[src/rtl/imu_cal_pkg.sv]
// Shared constants, types and divider reciprocals for the IMU offset calibration block.
// No dependencies; every other file imports this package.
`timescale 1ns / 1ps

package imu_cal_pkg;

   // Calibration run length in samples (1 to 1024)
   localparam int CAL_SAMPLES = 500;

   localparam int DATA_W     = 16;
   localparam int AXES       = 6;   // accel x, y, z then gyro x, y, z
   localparam int ACC_Z      = 2;
   localparam int ONE_G      = 16384;
   localparam int THR_W      = 15;
   localparam logic [THR_W-1:0] THR_RESET = 15'd1638;

   // Calibration sums and sample count
   localparam int SUM_W  = 26;
   localparam int CNT_W  = $clog2(CAL_SAMPLES + 1);

   // Sum magnitude divided by CAL_SAMPLES as (mag * DIV_RCP) >> Q_LSB, exact for mag < 2^MAG_W.
   // The product is split into two half-width partial products.
   localparam int MAG_W   = SUM_W;
   localparam int HALF_W  = MAG_W / 2;
   localparam int DIV_L   = $clog2(CAL_SAMPLES);
   localparam int RCP_W   = MAG_W + 1;
   localparam longint unsigned DIV_RCP =
      ((64'd1 << (MAG_W + DIV_L)) + CAL_SAMPLES - 1) / CAL_SAMPLES;
   localparam int PP_W    = HALF_W + RCP_W;
   localparam int PROD_W  = MAG_W + RCP_W + 1;
   localparam int Q_LSB   = MAG_W + DIV_L;

   // Temperature: trunc(raw * 5 / 17) + 3653, in centidegrees
   localparam int TMP_W    = 15;
   localparam int TMP_DIV  = 17;
   localparam int TMP_BIAS = 3653;
   localparam int TMAG_W   = DATA_W + 2;   // |raw| * 5 stays below 2^18
   localparam int TDIV_L   = $clog2(TMP_DIV);
   localparam int TRCP_W   = TMAG_W + 1;
   localparam longint unsigned TDIV_RCP =
      ((64'd1 << (TMAG_W + TDIV_L)) + TMP_DIV - 1) / TMP_DIV;
   localparam int TPROD_W  = TMAG_W + TRCP_W;
   localparam int TQ_LSB   = TMAG_W + TDIV_L;
   localparam int TQ_W     = TPROD_W - TQ_LSB;

   // Squared magnitude: three squares of 16-bit values fit 32 bits
   localparam int SQ_W = 2 * DATA_W;

   typedef logic [AXES-1:0][DATA_W-1:0] axes_type;
   typedef logic [AXES-1:0][SUM_W-1:0]  sums_type;

   // Per-stage advance strobes: an item moves into stage N on sN
   typedef struct packed {
      logic s2;
      logic s3;
      logic s4;
      logic s5;
      logic s6;
      logic s7;
      logic s8;
   } adv_type;

endpackage

[src/rtl/imu_cal_motion.sv]
// Offset correction, squared accel magnitude and motion band compare, stages 6 to 8.
// Stage 8 is the result register. Depends on imu_cal_pkg.
`timescale 1ns / 1ps

module imu_cal_motion import imu_cal_pkg::*; (
   input  logic             clock,
   input  adv_type          adv,
   input  axes_type         raw_s5,
   input  logic [TMP_W-1:0] temp_s5,
   input  logic             done_s5,
   input  axes_type         offs,
   input  logic             offs_valid,
   input  logic [THR_W-1:0] threshold,
   output axes_type         cor_s8,
   output logic [TMP_W-1:0] temp_s8,
   output logic             moving_s8,
   output logic             cal_s8,
   output logic             done_s8
);

   axes_type                 cor_s6_ff, cor_in, cor_s7_ff, cor_s8_ff;
   logic [TMP_W-1:0]         temp_s6_ff, temp_s7_ff, temp_s8_ff;
   logic                     cal_s6_ff, cal_s7_ff, cal_s8_ff;
   logic                     done_s6_ff, done_s7_ff, done_s8_ff;
   logic [2:0][SQ_W-1:0]     sq_s7_ff, sq_in;
   logic signed [SQ_W-1:0]   cx [3];
   logic [DATA_W-1:0]        hi, lo;
   logic [SQ_W-1:0]          hi_sq_ff, lo_sq_ff, mag2;
   logic                     lo_en_ff;
   logic                     moving_s8_ff, moving_in;

   always_comb begin
      for (int i = 0; i < AXES; i++) begin
         cor_in[i] = offs_valid ? raw_s5[i] - offs[i] : raw_s5[i];
      end
   end

   always_ff @(posedge clock) begin
      if (adv.s6) begin
         cor_s6_ff  <= cor_in;
         temp_s6_ff <= temp_s5;
         cal_s6_ff  <= offs_valid;
         done_s6_ff <= done_s5;
      end
   end

   always_comb begin
      for (int k = 0; k < 3; k++) begin
         cx[k]    = $signed(cor_s6_ff[k]);
         sq_in[k] = SQ_W'(cx[k] * cx[k]);
      end
   end

   always_ff @(posedge clock) begin
      if (adv.s7) begin
         cor_s7_ff  <= cor_s6_ff;
         sq_s7_ff   <= sq_in;
         temp_s7_ff <= temp_s6_ff;
         cal_s7_ff  <= cal_s6_ff;
         done_s7_ff <= done_s6_ff;
      end
   end

   // Band limits squared; the user must change threshold only while the pipe is empty, the block does not enforce it
   assign hi = DATA_W'(ONE_G) + DATA_W'(threshold);
   assign lo = DATA_W'(ONE_G) - DATA_W'(threshold);

   always_ff @(posedge clock) begin
      hi_sq_ff <= SQ_W'(hi) * SQ_W'(hi);
      lo_sq_ff <= SQ_W'(lo) * SQ_W'(lo);
      lo_en_ff <= (DATA_W'(threshold) < DATA_W'(ONE_G));
   end

   always_comb begin
      mag2      = sq_s7_ff[0] + sq_s7_ff[1] + sq_s7_ff[2];
      moving_in = (mag2 > hi_sq_ff) || (lo_en_ff && (mag2 < lo_sq_ff));
   end

   always_ff @(posedge clock) begin
      if (adv.s8) begin
         cor_s8_ff    <= cor_s7_ff;
         temp_s8_ff   <= temp_s7_ff;
         moving_s8_ff <= moving_in;
         cal_s8_ff    <= cal_s7_ff;
         done_s8_ff   <= done_s7_ff;
      end
   end

   assign cor_s8    = cor_s8_ff;
   assign temp_s8   = temp_s8_ff;
   assign moving_s8 = moving_s8_ff;
   assign cal_s8    = cal_s8_ff;
   assign done_s8   = done_s8_ff;

endmodule

[config.mk]
export PLATFORM = sky130hd
export DESIGN_NAME = imu_cal_motion
export DESIGN_NICKNAME = d
export VERILOG_FILES = /design/src/rtl/imu_cal_pkg.sv /design/src/rtl/imu_cal_motion.sv
export SDC_FILE = /design/constraint.sdc
export NUM_CORES = 2
export LEC_CHECK = 0
export BUFFER_PORTS_ARGS = -buffer_cell sky130_fd_sc_hd__buf_4
export CORE_ASPECT_RATIO = 1.75
export CORE_MARGIN = 2
export CORE_UTILIZATION = 49
export CTS_CLUSTER_DIAMETER = 40
export CTS_CLUSTER_SIZE = 25
export DETAILED_ROUTE_END_ITERATION = 10
export PLACE_DENSITY = 0.75
export SLEW_MARGIN = 10
export SYNTH_ARGS = -nofsm -noshare
export SYNTH_HDL_FRONTEND = slang
export SYNTH_SLANG_ARGS = --single-unit
[constraint.sdc]
create_clock -name clock -period 8.5 [get_ports clock]
set_clock_uncertainty 0.05 [all_clocks]
set_input_delay 0.85 -clock clock [delete_from_list [all_inputs] [get_ports clock]]
set_output_delay 0.85 -clock clock [all_outputs]
set_load 0.01 [all_outputs]
# ---- After elaboration in Yosys (flattened, before gate mapping)
# Cells that the tools add are included.
dict set report word_totals {
  word_cells 60
  register_bits 501
  out_inout_bits 114
  input_bits 232
}
dict set report classes {
  n_lt_le_gt_ge 3
  n_reduce_logical 2
  addsub 10
  n_mul 5
  n_mux 6
}
# op n
set op_table {}
lappend op_table {{multiplier 16 x 16 -> 32 bit} 5}
lappend op_table {{two-way mux 16 bit} 6}
lappend op_table {{subtractor 16 bit} 6}
lappend op_table {{adder 32 bit} 2}
lappend op_table {{> comparator 32 bit} 1}
lappend op_table {{less-than comparator 32 bit} 1}
lappend op_table {{adder 15 x 15 -> 16 bit (first input constant)} 1}
lappend op_table {{subtractor 15 x 15 -> 16 bit (first input constant)} 1}
lappend op_table {{less-than comparator 15 bit (second input constant)} 1}
lappend op_table {{logical AND 1 bit} 1}
lappend op_table {{logical OR 1 bit} 1}

# ---- Logic depth before layout (Yosys ltp)
dict set report logic_depth {
  word_depth 5
  depth_mapped 35
}

# ---- Worst setup path after synthesis
# No wires, ideal clock.
dict set report synth_timing {
  path_kind {input to register}
  startpoint {in threshold[0]}
  endpoint {reg lo_sq_ff[31]}
  arrival_time_ns 8.209
  setup_ns 0.072
  n_path_buf 2
  slack_ns 0.169
  cell_stages 30
  path_cell_list {clkbuf_1 > clkinv_1 > buf_1 > ha_1 > nand2_1 > or3_1 > or4_1 > xnor2_2 > inv_2 > nor2_1 > inv_1 > fa_1 > fa_1 > inv_1 > fa_1 > fa_1 > fa_1 > inv_1 > fa_1 > inv_1 > ha_1 > and3_1 > nor2b_1 > a211oi_2 > a21oi_1 > o41ai_4 > o2111a_1 > o21bai_1 > a21oi_1 > xnor2_1}
}
dict set report synth_between {
  elab_chain_len 2
}
# item line
set synth_lines {}
lappend synth_lines {{from (decl)} imu_cal_motion.sv:13} ;# input logic [THR_W-1:0] threshold,
lappend synth_lines {{subtractor 15 x 15 -> 16 bit} imu_cal_motion.sv:66} ;# assign lo = DATA_W'(ONE_G) - DATA_W'(threshold);
lappend synth_lines {{multiplier 16 x 16 -> 32 bit} imu_cal_motion.sv:70} ;# lo_sq_ff <= SQ_W'(lo) * SQ_W'(lo);
lappend synth_lines {{to (signal assigned)} imu_cal_motion.sv:70}
lappend synth_lines {{to (decl)} imu_cal_motion.sv:28} ;# logic [SQ_W-1:0] hi_sq_ff, lo_sq_ff, mag2;
# Every way passes these cells.
# A chain may end at the register's enable or synchronous reset.

# ---- Worst setup path after layout
dict set report layout_timing {
  startpoint {in threshold[2]}
  endpoint {reg lo_sq_ff[29]}
}
# The elaborated chain is that of the path after synthesis.

==> flow_summary_export.csv <==
group,metric,value,unit
outcome,status,"complete, no violations",
clocking,ctsResizeCount,0,
yosys,yosysSeqAreaShare,0.221,
place,place_ws,-0.0404,ns
setup_path,cpPeakStageDelay,0.56,ns
grt,grt-ovfl-total,0,
timing,rsz0062_at_grt,"false",
timing,max_freq,125,MHz
setup_path,cp-end-kind,"register",
setup_path,worstSetupStartpointType,"primary input",
setup_path,crit_top_cell,"fa_1",
detailed_routing,drt_iter0_markers,1922,
setup_path,reg2reg_slack,0.83,ns
clocking,ctsHoldBuffers,0,
grt,grt_max_degree,78,
yosys,synth_cells,6247,
floorplan,io_pins,346,
yosys,syn-cell-area,63900,sq um
clocking,cts_tree,"done",
run,max-cap-violations,0,
setup_path,cp.arrival,8.54,ns
yosys,synth.distinct_cells,82,
clocking,insertion_delay,0.67,ns
grt,grt_pass1_wl,250,mm
grt,antenna_found_initial,4,
detailed_routing,wl_met2,83.5,mm
yosys,synth_edf_count,430,
timing,fin_crit,8.01,ns
clocking,cts_buffer_depth,3,
clocking,cts_buffers,52,
yosys,synthFlopType,"edfxtp_1",
timing,tightestPinTransition,1.05,ns
setup_path,slowest_stage,"fa_1",
detailed_routing,drt_pre_antenna_iters,5,
cells_and_area,nets,8575,
place,io_buffers,341,
yosys,synthArstFlopShare,0,
place,dpl.hpwl,129,mm
grt,track_usage,0.238,
detailed_routing,wire_per_inst,18.5,microns
detailed_routing,vias_per_cell,5.30,
setup_path,required,9.02,ns
setup_path,path_max_fanout,9,
detailed_routing,postRouteAntennaNets,0,
clocking,htree_levels,2,
floorplan,die_x,277,microns
floorplan,num_rows,175,
cells_and_area,final_util,0.546,
hold_path,hp-class,"primary input to register",
detailed_routing,dr.max_layer_used,"met4",
detailed_routing,dr_wl_met3,10.3,mm
timing,finalHoldViolCount,0,
floorplan,die_y,482,microns
timing,setup_slack,0.485,ns
clocking,clkSinkCount,491,
detailed_routing,num_vias,44300,
timing,max_slew_margin,0.299,
place,gp_congestion,0.939,
timing,slew_violations,0,
timing,finalSetupViolations,0,
yosys,avgSynthCellArea,10.2,sq um
detailed_routing,met1_length,49.2,mm
cells_and_area,drive_gt1_frac,0.0946,
floorplan,core_area,130000,sq um
grt,grt_pass1_vias,50000,
floorplan,initial_utilization,0.493,
detailed_routing,wl,154,mm
yosys,ys.warnings.count,0,
floorplan,dieArea,133000,sq um
setup_path,path_class,"primary input to register",
clocking,clk_pin_slew,0.09,ns
timing,min_period_over_period,0.943,
yosys,synth-seq-cells,491,
cells_and_area,area_growth,10.8,%
clocking,cts_setup_buffers,0,
detailed_routing,drc_errors,0,
clocking,root_buffer,"clkbuf_16",
[final cells by class]
cell class                      count  area (sq um)
Timing Repair Buffer              441          3330
Tap cell                         1681          2100
Sequential cell                   491         14100
Clock buffer                       55          1330
Fill cell                       11100         58800
Clock inverter                     42           571
Multi-Input combinational cell   4001         43100
Antenna cell                        5          12.5
Inverter                         1637          6140
[cell families after synthesis]
group,Yosys count,share of synthesized area
buffers and inverters,1761,0.104
adders and majority gates,1719,0.463
and+or+nand+nor,1281,0.0955
AOI/OAI and AO/OA,670,0.0697
DFF,491,0.221
xor gates and xnor gates,274,0.0379
muxes,49,0.00856
other,2,0.000118
[through the flow]
stage               setup TNS (ns)  hold slack (ns)  instance area, sq um  instances
floorplan                        0            0.350                 63900       6253
global placement           -0.0409            0.350                 68900       8251
detailed placement         -0.0645            0.355                 68900       8251
CTS                              0            0.281                 70800       8348
global route                     0            0.287                 70800       8352
finish                           0            0.306                 70800       8353
[cells in the mapped netlist, types with 9 or more instances]
cell type  count  area [sq um]
o211ai_1       9          67.6
nand3_1       59           295
o21a_1        31           233
a21oi_1      189           946
a31oi_1       21           131
clkbuf_1     112           420
nor2b_1       39           244
a211oi_1      32           240
nor3_1        50           250
and3_1        28           175
or2_2         28           175
nand2b_1      56           350
inv_1       1622          6090
xnor2_1      200          1750
nand3b_1      10          75.1
nand2_1      473          1780
mux2_2        45           507
dfxtp_1       61          1220
o21bai_1      31           233
buf_1         10          37.5
nand4_1       23           144
edfxtp_1     430         12900
fa_1        1077         21600
and2_1       181          1130
clkinv_1      12          45.0
xor2_1        71           622
a21boi_0      26           195
o31ai_1       30           225
nor2_1       270          1010
o21ai_0      101           505
or3_1         25           156
ha_1         642          8030
a21o_1       108           811
[state kept, by name (all words and copies together), names as in the netlist]
signal      flops
cal_s6_ff       1
cal_s7_ff       1
cal_s8          1
cor_s6_ff      96
cor_s7_ff      96
cor_s8         96
done_s6_ff      1
done_s7_ff      1
done_s8         1
hi_sq_ff       30
lo_en_ff        1
lo_sq_ff       30
moving_s8       1
sq_s7_ff       90
temp_s6_ff     15
temp_s7_ff     15
temp_s8        15
[worst paths after layout]
kind,depth (start not counted),endpoint,from
setup reg to reg,25,sq_s7_ff[63],cor_s6_ff[18]
setup / recovery,29,lo_sq_ff[29],threshold[2]
hold reg to reg,0,temp_s8[7],temp_s7_ff[7]
hold / removal,1,temp_s6_ff[13],temp_s5[13]
[cell usage in the layout (no fill, tap or decap), types with 8 or more instances in the layout]
| cell type | n |
|---|---|
| or3_1 | 25 |
| dfxtp_1 | 61 |
| inv_1 | 1621 |
| nor2_1 | 270 |
| o31ai_1 | 30 |
| nand3b_1 | 10 |
| a21o_1 | 108 |
| inv_12 | 8 |
| nand2_1 | 473 |
| and2_1 | 181 |
| a211oi_1 | 32 |
| or2_2 | 28 |
| a21oi_1 | 189 |
| xnor2_1 | 200 |
| o21a_1 | 31 |
| edfxtp_1 | 430 |
| o21ai_0 | 101 |
| o2111ai_1 | 8 |
| buf_4 | 438 |
| conb_1 | 8 |
| ha_1 | 642 |
| a221o_1 | 8 |
| nand4_1 | 23 |
| clkbuf_16 | 53 |
| a31oi_1 | 21 |
| nand3_1 | 59 |
| a21boi_0 | 26 |
| o211ai_1 | 9 |
| clkinv_1 | 15 |
| xor2_1 | 71 |
| fa_1 | 1077 |
| nor2b_1 | 39 |
| nor3_1 | 50 |
| nand2b_1 | 56 |
| mux2_2 | 45 |
| and3_1 | 28 |
| o21ai_1 | 8 |
| o21bai_1 | 31 |
[metal layers]
metal,up-vias,global-route usage
met5,-,0
met4,0,0.150
met3,521,0.0507
met2,1396,0.456
met1,22200,0.230
li1,20200,-
[critical path: cells and delay by family]
family | cells | cell delay (ns)
fa+ha+maj | 7 | 3.42
simple gates | 8 | 1.92
compound gates | 5 | 1.18
buf+inv | 7 | 0.82
xor+xnor | 2 | 0.32
Power is not shown: default switching activity piles up to over one toggle a cycle in this logic, so the estimate is an artifact.
