`config.mk`:
```
export PLATFORM = sky130hd
export DESIGN_NAME = imu_cal_accum
export DESIGN_NICKNAME = d
export VERILOG_FILES = /design/src/rtl/imu_cal_pkg.sv /design/src/rtl/imu_cal_accum.sv
export SDC_FILE = /design/constraint.sdc
export NUM_CORES = 1
export LEC_CHECK = 0
export ABC_AREA = 1
export BUFFER_PORTS_ARGS = -buffer_cell sky130_fd_sc_hd__buf_2
export CORE_AREA = 8 8 241 243
export DETAILED_ROUTE_END_ITERATION = 8
export DIE_AREA = 0 0 249 251
export PLACE_DENSITY_LB_ADDON = 0.3
export SYNTH_ARGS = -nofsm -noshare
export SYNTH_HDL_FRONTEND = slang
export SYNTH_SLANG_ARGS = --single-unit
```
`constraint.sdc`:
```
create_clock -name clock -period 3.67 [get_ports clock]
set_input_delay 0.367 -clock clock [delete_from_list [all_inputs] [get_ports clock]]
set_output_delay 0.367 -clock clock [all_outputs]
set_load 0.005 [all_outputs]
```
`src/rtl/imu_cal_pkg.sv`:
```
// Shared constants, types and divider reciprocals for the IMU offset calibration block.
// No dependencies; every other file imports this package.
`timescale 1ns / 1ps

package imu_cal_pkg;

   // Calibration run length in samples (1 to 1024)
   localparam int CAL_SAMPLES = 500;

   localparam int DATA_W     = 16;
   localparam int AXES       = 6;   // accel x, y, z then gyro x, y, z
   localparam int ACC_Z      = 2;
   localparam int ONE_G      = 16384;
   localparam int THR_W      = 15;
   localparam logic [THR_W-1:0] THR_RESET = 15'd1638;

   // Calibration sums and sample count
   localparam int SUM_W  = 26;
   localparam int CNT_W  = $clog2(CAL_SAMPLES + 1);

   // Sum magnitude divided by CAL_SAMPLES as (mag * DIV_RCP) >> Q_LSB, exact for mag < 2^MAG_W.
   // The product is split into two half-width partial products.
   localparam int MAG_W   = SUM_W;
   localparam int HALF_W  = MAG_W / 2;
   localparam int DIV_L   = $clog2(CAL_SAMPLES);
   localparam int RCP_W   = MAG_W + 1;
   localparam longint unsigned DIV_RCP =
      ((64'd1 << (MAG_W + DIV_L)) + CAL_SAMPLES - 1) / CAL_SAMPLES;
   localparam int PP_W    = HALF_W + RCP_W;
   localparam int PROD_W  = MAG_W + RCP_W + 1;
   localparam int Q_LSB   = MAG_W + DIV_L;

   // Temperature: trunc(raw * 5 / 17) + 3653, in centidegrees
   localparam int TMP_W    = 15;
   localparam int TMP_DIV  = 17;
   localparam int TMP_BIAS = 3653;
   localparam int TMAG_W   = DATA_W + 2;   // |raw| * 5 stays below 2^18
   localparam int TDIV_L   = $clog2(TMP_DIV);
   localparam int TRCP_W   = TMAG_W + 1;
   localparam longint unsigned TDIV_RCP =
      ((64'd1 << (TMAG_W + TDIV_L)) + TMP_DIV - 1) / TMP_DIV;
   localparam int TPROD_W  = TMAG_W + TRCP_W;
   localparam int TQ_LSB   = TMAG_W + TDIV_L;
   localparam int TQ_W     = TPROD_W - TQ_LSB;

   // Squared magnitude: three squares of 16-bit values fit 32 bits
   localparam int SQ_W = 2 * DATA_W;

   typedef logic [AXES-1:0][DATA_W-1:0] axes_type;
   typedef logic [AXES-1:0][SUM_W-1:0]  sums_type;

   // Per-stage advance strobes: an item moves into stage N on sN
   typedef struct packed {
      logic s2;
      logic s3;
      logic s4;
      logic s5;
      logic s6;
      logic s7;
      logic s8;
   } adv_type;

endpackage

```
`src/rtl/imu_cal_accum.sv`:
```
// Calibration accumulator: six 26-bit running sums and the sample count.
// Hands the final sums of a completed run to the next stage. Depends on imu_cal_pkg.
`timescale 1ns / 1ps

module imu_cal_accum import imu_cal_pkg::*; (
   input  logic     clock,
   input  logic     reset,
   input  adv_type  adv,
   input  logic     func_s1,
   input  axes_type raw_s1,
   output sums_type sum_s2,
   output logic     done_s2
);

   sums_type         sum_ff, sum_in, acc;
   logic [CNT_W-1:0] count_ff, count_in;
   logic             last;
   sums_type         sum_s2_ff;
   logic             done_s2_ff;

   always_comb begin
      last = (count_ff == CNT_W'(CAL_SAMPLES - 1));
      for (int i = 0; i < AXES; i++) begin
         acc[i] = sum_ff[i] + {{(SUM_W-DATA_W){raw_s1[i][DATA_W-1]}}, raw_s1[i]};
      end
      sum_in   = sum_ff;
      count_in = count_ff;
      if (adv.s2 && func_s1) begin
         if (last) begin
            sum_in   = '0;
            count_in = '0;
         end else begin
            sum_in   = acc;
            count_in = count_ff + 1'b1;
         end
      end
   end

   always_ff @(posedge clock) begin
      if (reset) begin
         sum_ff   <= '0;
         count_ff <= '0;
      end else begin
         sum_ff   <= sum_in;
         count_ff <= count_in;
      end
   end

   always_ff @(posedge clock) begin
      if (adv.s2) begin
         sum_s2_ff  <= acc;
         done_s2_ff <= func_s1 && last;
      end
   end

   assign sum_s2  = sum_s2_ff;
   assign done_s2 = done_s2_ff;

endmodule

```
Word-level counts from Yosys, hierarchy flattened --
Cells that the tools add are included.
Storage, ports and cells: output and inout bits 157, flip-flop bits (word level) 322, word-level logic and storage cells 26, input port bits 106
Operators by class: equal/unequal tests 1, reduce and logical (&&, ||, !) cells 2, $add $sub $neg 7, muxes and demuxes 2
Operator list (count):
- $add 26x26->26 | 6
- $mux 156 | 1
- $add 9x1->9 const B | 1
- $eq 9x9->1 const B | 1
- $mux 9 | 1
- $logic_and 1x1->1 | 2

Longest topological paths before layout --
Gate-level depths: netlist (run 1).
depth after elaboration 2, mapped depth 14, depth with buffers taken out 14

Least setup slack after synthesis (run 1) --
OpenSTA, ideal clock, no wires.
path kind input to register, start point input raw_s1[32] (netlist name), end point register sum_s2_ff (netlist bit sum_s2[76]), data pin, stages on the path 12, data arrival time 1.708 ns, required time 3.415 ns, buffers on the path 0, slack 1.707 ns, library setup time 0.255 ns, cell sequence ha_1 -> inv_1 -> fa_1 -> inv_1 -> nand3_1 -> nand3_2 -> nand2_1 -> nand2_1 -> nand2_1 -> nand3_1 -> nand2_1 -> and2_1
RTL lines:
- start, declared | line imu_cal_accum.sv:10 | input axes_type raw_s1,
- end signal, assigned | line imu_cal_accum.sv:51 | sum_s2_ff <= acc;
- end, declared | line imu_cal_accum.sv:18 | sums_type sum_s2_ff;

==> results of run 1 <==
## logic make-up (layout without fill, tap and decap cells)
logic type,count (synthesis),count (layout),synth area share
buffers and inverters,574,861,0.0998
XOR/XNOR,79,79,0.0381
AO/OA/AOI/OAI,263,263,0.0634
AND/OR/NAND/NOR,1767,1767,0.340
other,0,1,0
adder cells (fa/ha/maj),157,157,0.0918
flip-flops,322,322,0.366
## cell usage after synthesis, types with 10 or more instances
master,number
xor2_2,19
buf_2,15
inv_1,520
nand4_1,42
and2_1,69
dfxtp_1,165
nand3_1,189
xor2_1,48
or2_2,15
xnor2_1,12
nor2_1,195
ha_1,151
edfxtp_1,157
nor2_2,25
clkbuf_1,35
nand2_2,21
nand3b_1,16
nand2_1,1172
nand3_2,10
a21oi_1,226
## layout make-up
class	count	area (um^2)	area share
diodes	1	2.50	0.0000990
clock buffers	48	1070	0.0424
clock inverters	24	236	0.00936
inverters	522	1960	0.0778
multi-input cells	2266	11700	0.463
flip-flops and latches	322	8020	0.317
well taps	704	881	0.0349
repair buffers	267	1400	0.0555
## placed cells by master, fill, tap and decap left out, types with 4 or more instances in the layout
cell	count
nand3_1	189
edfxtp_1	157
nand3_2	10
nor3_1	7
buf_2	254
xnor2_1	12
o21bai_1	9
bufinv_16	4
dfxtp_1	165
a22oi_1	9
inv_1	520
xor2_1	48
or2_2	15
buf_4	9
o21ai_0	9
nand4_1	42
nand2_2	21
nor2_2	25
ha_1	151
nand3b_1	16
clkinv_2	6
clkbuf_16	41
xor2_2	19
fa_1	6
a21o_1	6
clkinv_1	6
clkinvlp_4	5
nor2_1	195
nand2_1	1171
clkbuf_1	5
a21oi_1	226
and2_1	69
## metal layers
layer  wire [um]  up-vias  part of all wire
li1            -    10400                 -
met1       27400     8770              0.46
met4        1630        2             0.027
met2       27900      383              0.47
met3        2990       90             0.050
met5           8        -           0.00013
## worst min-delay path by stage
| stage | startpoint | to | cells past startpoint |
|---|---|---|---|
| finish | raw_s1[16] | sum_s2[26] | 2 |
| global route | raw_s1[64] | sum_s2[104] | 2 |
| CTS | raw_s1[16] | sum_s2[26] | 2 |
| detailed placement | count_ff[7] | count_ff[7] | 1 |
| global placement | count_ff[7] | count_ff[7] | 1 |
| floorplan | count_ff[7] | count_ff[7] | 1 |
## flip-flops by register name (all words and copies together) (netlist names)
name and cells:
sum_ff 156, count_ff 9, sum_s2 156, done_s2 1
## power by group
group,internal [uW],switching (uW),leakage (uW)
Clock,2370,1600,0.000629
Combinational,887,1530,0.00923
Sequential,4200,127,0.00288
## critical path, delay by kind of cell, from the launching register on
family,cells,cell delay (ns)
buffers and inverters,2,0.20
AND/OR/NAND/NOR,8,0.86
adder cells (fa/ha/maj),2,0.70
flip-flops,1,0.33
## stage by stage
step / instances / utilization / area (um^2)
after floorplan: 3162 / - / 21900
after global placement: 4081 / 0.441 / 24000
after detailed placement: 4081 / 0.441 / 24000
after CTS: 4153 / 0.465 / 25300
after global routing: 4153 / 0.465 / 25300
final: 4154 / 0.465 / 25300
==> impl_metrics.ini, run 1 <==
[die]
dieArea_mm2 = 0.0625
start_util = 0.403
io_pins = 263
core-area_mm2 = 0.0543
die_x_um = 249
std_cell_rows = 86
die_y_um = 251

[grt]
grt.busiest_layer = met2
grt_usage = 0.188
grt_use_met2 = 0.326
grt_max_degree = 116
met3_usage = 0.0387
grt_overflow = 0
grt_pass1_wl_um = 98200
met1_usage = 0.235
antenna_found_initial = 3
grt_pass1_vias = 19400

[run]
drv_cap = 0

[cts]
post_cts_resized = 0
clock_tree.root_cell = clkbuf_16
clock_latency_ns = 0.55
htreeDepth = 2
numClockSinks = 322
cts_buffer_depth = 3
path_clk_slew_ns = 0.06
cts_tree = done
numCtsBuffers = 40
cts_post_setup_buffers_inserted = 0
holdBufCountCts = 0

[detailed_routing]
num_vias = 19700
vias_per_cell = 4.74
drc_errors = 0
avgRoutedWirePerCell_um = 14.4
first_pass_iters = 5
drt_iter0_markers = 1060
ant_nets = 0
wl_um = 59900

[yosys]
synthFlopType = dfxtp_1
synth_top_cell_area_share = 0.215
ys_ff_latch = 322
netlist_area_mm2 = 0.0219
synthCells = 3162
synthTopCellsByArea = edfxtp_1 22%, nand2_1 20%, dfxtp_1 15%
yosysWarnings = 0
async_flop_share = 0
synth_area_leader_cell = edfxtp_1
synth_edf_count = 157
ys_types = 37
syn_nets = 3425
synth_seq_area_share = 0.366
avgSynthCellArea_um2 = 6.92

[hold_path]
hold_path_class = input port to flop

[placement]
gp_congestion = 0.953
port_buffers = 256
place_ws_ns = 1.20
place_hpwl_um = 45800

[critical_path]
cp.required_ns = 3.98
cp.arrival_ns = 2.66
cpMostUsedCell = nand2_1
slowest_stage = fa_1
worstPathMaxFanout = 4
cp-start-kind = flop
startpoint = sum_ff[26]
cp_slowest_stage_delay_ns = 0.40
r2r_start = sum_ff[26]
cp-end-kind = flop
crit_chain = ha_1 -> inv_1 -> fa_1 -> inv_1 -> nand3_1 -> nand3_2 -> nand2_1 -> nand2_1 -> nand2_1 -> nand3_1 -> nand2_1 -> and2_1
worst-r2r-cell-count = 12
r2r-end = sum_s2[50]
regToRegSetupSlack_ns = 1.31
path_class = flop to flop
endpoint = sum_s2[50]

[sta]
hold_slack_ns = 0.135
max_slew_margin = 0.281
final.min_clock_period_ns = 2.36
fin_setup_tns_ns = 0
worst_pin_slew_ns = 1.08
rsz0062_at_grt = false
slew_viol_final = 0
hold_viol_final = 0
worst_slack_ns = 1.31
setup_viol = 0
clock.fmax_mhz = 424
period_share = 0.643
clock-skew-final_ns = 0.0141

[cells_and_area]
area_delta_synth_final_pct = 15.4
fillerInstances = 5609
drive_above_1_share = 0.123
fin_nets = 3682

[outcome]
status = finished, final reports clean

[power_and_ir_drop]
power.density_mw_per_mm2 = 424
power.leakage_uw = 0.0127
p_total_uw = 10700
ir_worst_vdd_uv = 312
Note: power is estimated with default switching activity, not from simulation.
==> run 2: changes to the inputs <==
- clock period: 3.67 -> 2.4 ns (I/O delays scaled with it)
==> run 2 against run 1 <==
- die area unchanged
- via count rose by 0.60%
- count of clock-buffer cells in the layout up 2
- first-iteration DRC count is 10% higher
- highest routed layer unchanged
- clock power up 57%
- utilization increased by 0.36 points
- sequential cell count is the same
- critical path depth increased by 2
- power increased by 55%
- sequential share of layout area down 0.24 points
- routed wire length increased by 1.2%
==> impl_metrics.ini, run 2 (synthesis gave the netlist of run 1 again) <==
[outcome]
status = finished, final reports clean

[placement]
place_inst = 4087
gp_congestion = 0.950
port_buffers = 256
place_hpwl_um = 45900
place_area_mm2 = 0.0240

[detailed_routing]
avgRoutedWirePerCell_um = 14.6
met1_length_um = 27900
drt_iter0_markers = 1167
top_layer = met5
vias_per_cell = 4.75
drc_errors = 0
ant_nets = 0
routed-wl-met3_um = 3210
wl_um = 60700
met2_length_um = 28400
first_pass_iters = 5
num_vias = 19800

[die]
die_x_um = 249
die_y_um = 251
start_util = 0.403
std_cell_rows = 86
io_pins = 263
dieArea_mm2 = 0.0625
core-area_mm2 = 0.0543

[critical_path]
path_class = input port to flop
worst-r2r-cell-count = 12
r2r-end = sum_s2[128]
slowest_stage = dlygate4sd3_1
cp.depth = 14
cpMostUsedCell = nand2_1
cp_top_family = buffers and inverters
crit_chain = dlygate4sd3_1 -> buf_2 -> ha_2 -> inv_1 -> fa_1 -> inv_1 -> nand3_1 -> nand3_2 -> nand2_1 -> nand2_1 -> nand2_1 -> nand3_1 -> nand2_1 -> and2_1
cp-end-kind = flop
startpoint = raw_s1[64]
endpoint = sum_s2[128]
regToRegSetupSlack_ns = 0.17
cp_slowest_stage_delay_ns = 0.56
cp.arrival_ns = 2.54
critPathBufInv = 4
cp-start-kind = input port
worstPathMaxFanout = 4
cp.required_ns = 2.71
r2r_start = sum_ff[104]

[sta]
slew_viol_final = 0
rsz0062_at_grt = false
worst_pin_slew_ns = 0.941
period_share = 0.933
clock.fmax_mhz = 447
max_slew_margin = 0.372
clock-skew-final_ns = 0.0175
setup_viol = 0
hold_viol_final = 0
final.min_clock_period_ns = 2.24
fin_setup_tns_ns = 0

[grt]
grt_pass1_wl_um = 99700
grt_overflow = 0
grt_max_degree = 159
grt_pass1_vias = 19400
antenna_found_initial = 6
grt_usage = 0.192

[cells_and_area]
final_common_cell = nand2_1
fin_nets = 3693
fin_cells = 4168
area_delta_synth_final_pct = 16.3
drive_above_1_share = 0.125
design_area_mm2 = 0.0255
layout_common_cells = 1168 x nand2_1, 520 x inv_1, 254 x buf_2
fillerInstances = 5559

[cts]
cts_post_setup_buffers_inserted = 0
cts_buffer_depth = 3
numCtsBuffers = 40
clock_latency_ns = 0.57
clock_tree.root_cell = clkbuf_16
htreeDepth = 2
cts_tree = done
path_clk_slew_ns = 0.05
numClockSinks = 322

[power_and_ir_drop]
power.leakage_uw = 0.0128
ir_worst_vdd_uv = 610
power.density_mw_per_mm2 = 651
p_total_uw = 16600

[run]
drv_cap = 0

[hold_path]
hold_path_class = input port to flop
==> run 2: through the flow <==
step / hold WS (ns) / utilization / setup slack [ns]
finish: 0.0632 / 0.469 / 0.162
global route: 0.0324 / 0.468 / 0.0293
CTS: 0.0263 / 0.468 / 0.109
detailed placement: 0.446 / 0.443 / 0.120
global placement: 0.448 / 0.443 / 0.149
floorplan: 0.352 / - / 0.488
==> run 2: power by group <==
| group | internal (uW) | switching (uW) |
|---|---|---|
| Combinational | 1380 | 2350 |
| Sequential | 6420 | 206 |
| Clock | 3780 | 2440 |
| Total | 11600 | 5000 |
==> run 2: worst min-delay path by stage <==
stage                     start     endpoint  slack (ns)  cells after the start
finish               raw_s1[48]   sum_s2[78]        0.06                      2
global route         raw_s1[48]   sum_s2[78]        0.03                      2
global placement    count_ff[7]  count_ff[7]        0.45                      1
CTS                  raw_s1[48]   sum_s2[78]        0.03                      2
detailed placement  count_ff[7]  count_ff[7]        0.45                      1
floorplan                adv[6]      done_s2        0.35                      0
==> run 2: layout make-up <==
type                    instances  area, um^2  share of cell area
diodes                          3        7.51            0.000295
clock buffers                  50        1060              0.0416
clock inverters                23         275              0.0108
inverters                     522        1960              0.0772
multi-input cells            2266       11700               0.460
flip-flops and latches        322        8020               0.315
well taps                     704         881              0.0346
repair buffers                278        1550              0.0607
==> run 2: timing repair <==
action,CTS,global route
setup endpoints to repair,0,14
hold buffers,5,0
endpoints found under the hold margin,5,0
resized for setup,0,6
==> run 2: routing by layer <==
metal  up-vias  track usage
met3        73       0.0383
met1      8854        0.244
met4         4       0.0478
met2       414        0.334
met5         -            0
li1      10500            -
==> run 3: changes to the inputs <==
- CORE_AREA: 8 8 241 243 -> 8 8 336 175
- DIE_AREA: 0 0 249 251 -> 0 0 344 183
- HOLD_SLACK_MARGIN: not set -> 0.12
==> run 3 against run 2 <==
- worst setup slack got worse by 0.073 ns
- power down 0.62%
- largest power group unchanged
- utilization is 0.14 points higher
==> impl_metrics.ini, run 3 (synthesis gave the netlist of run 1 again) <==
[sta]
final.min_clock_period_ns = 2.31
fin_setup_tns_ns = 0
period_share = 0.963
slew_viol_final = 0
hold_viol_final = 0
clock-skew-final_ns = 0.0149
setup_viol = 0
worst_slack_ns = 0.0891
worst_pin_slew_ns = 0.823
clock.fmax_mhz = 433
max_slew_margin = 0.451

[critical_path]
worstPathMaxFanout = 4
cp.required_ns = 2.70
path_class = flop to flop
cp.arrival_ns = 2.61
cp-start-kind = flop
cp-end-kind = flop

[detailed_routing]
drc_errors = 0
ant_nets = 0
num_vias = 20400
avgRoutedWirePerCell_um = 16.3
first_pass_iters = 5
vias_per_cell = 4.87
drt_iter0_markers = 1922
wl_um = 68300

[cts]
htreeDepth = 2
path_clk_slew_ns = 0.07
numCtsBuffers = 36
clock_latency_ns = 0.55
cts_buffer_depth = 3
clock_tree.root_cell = clkbuf_16
numClockSinks = 322
cts_tree = done

[placement]
place_inst = 4120
port_buffers = 256
place_hpwl_um = 52600
place_ws_ns = 0.0173
gp_congestion = 0.981
place_area_mm2 = 0.0242

[cells_and_area]
design_area_mm2 = 0.0255
fillerInstances = 5566
area_delta_synth_final_pct = 16.7
fin_nets = 3705
fin_util = 0.470
final_common_cell = nand2_1
fin_cells = 4196
drive_above_1_share = 0.129
layout_common_cells = 1164 x nand2_1, 520 x inv_1, 254 x buf_2

[power_and_ir_drop]
power.density_mw_per_mm2 = 645
power.leakage_uw = 0.0129
ir_worst_vdd_uv = 445

[die]
start_util = 0.403
die_y_um = 183
die_x_um = 344
dieArea_mm2 = 0.0630
core-area_mm2 = 0.0543
std_cell_rows = 61
io_pins = 263

[run]
drv_cap = 0

[outcome]
status = finished, final reports clean

[grt]
grt_pass1_vias = 18700
antenna_found_initial = 5
grt_overflow = 0
grt_usage = 0.212
grt_max_degree = 110
grt_pass1_wl_um = 107000

[hold_path]
hold_path_class = input port to flop
run 3: what timing repair did:
action	4_1_cts	5_1_grt
buffers inserted	0	0
endpoints found under the setup margin	0	25
gates resized for setup	0	16
hold endpoints to repair	13	0
hold buffers	8	0
run 3: per-stage QoR:
| step | hold WS [ns] | total power (uW) |
|---|---|---|
| floorplan | 0.352 | 9170 |
| global placement | 0.442 | 10600 |
| detailed placement | 0.444 | 10600 |
| CTS | 0.164 | 16600 |
| global route | 0.210 | 17400 |
| finish | 0.197 | 16500 |
run 3: area by class of cell:
cell class / count / area, um^2 / area share
inverter: 522 / 1960 / 0.0769
antenna: 2 / 5.00 / 0.000196
sequential: 322 / 8020 / 0.314
clock inverter: 20 / 246 / 0.00965
timing repair buffer: 294 / 1670 / 0.0656
tap: 724 / 906 / 0.0355
clock buffer: 46 / 970 / 0.0380
multi-input combinational: 2266 / 11800 / 0.460
run 3: where the power goes:
group          internal, uW  switching, uW
registers              6410            204
logic                  1420           2550
clock network          3430           2460
run 3: layer usage:
metal | track usage | vias to the layer above | routed length [um]
met1 | 0.349 | 9208 | 36700
met4 | 0.0294 | 0 | 758
met5 | 0 | - | 0
li1 | - | 10500 | -
met2 | 0.272 | 672 | 24300
met3 | 0.0539 | 56 | 6590
run 3: path summary, 6_finish.rpt:
path	startpoint	end	slack, ns	cells after the start
min reg2reg	count_ff[7]	count_ff[7]	0.45	1
max reg2reg	sum_ff[52]	sum_s2[66]	0.09	11
max	sum_ff[52]	sum_s2[66]	0.09	11
min	adv[6]	count_ff[0]	0.20	4
run 3: critical path, cell delays in order (launching register included):
cell and delay [ns]:
dfxtp_1 0.33, ha_2 0.22, inv_1 0.06, fa_1 0.40, inv_1 0.10, nand3_1 0.10, nand3_2 0.16, nand2_1 0.11
a21oi_1 0.38, nor2_1 0.08, nand2_1 0.07, nand2_1 0.07
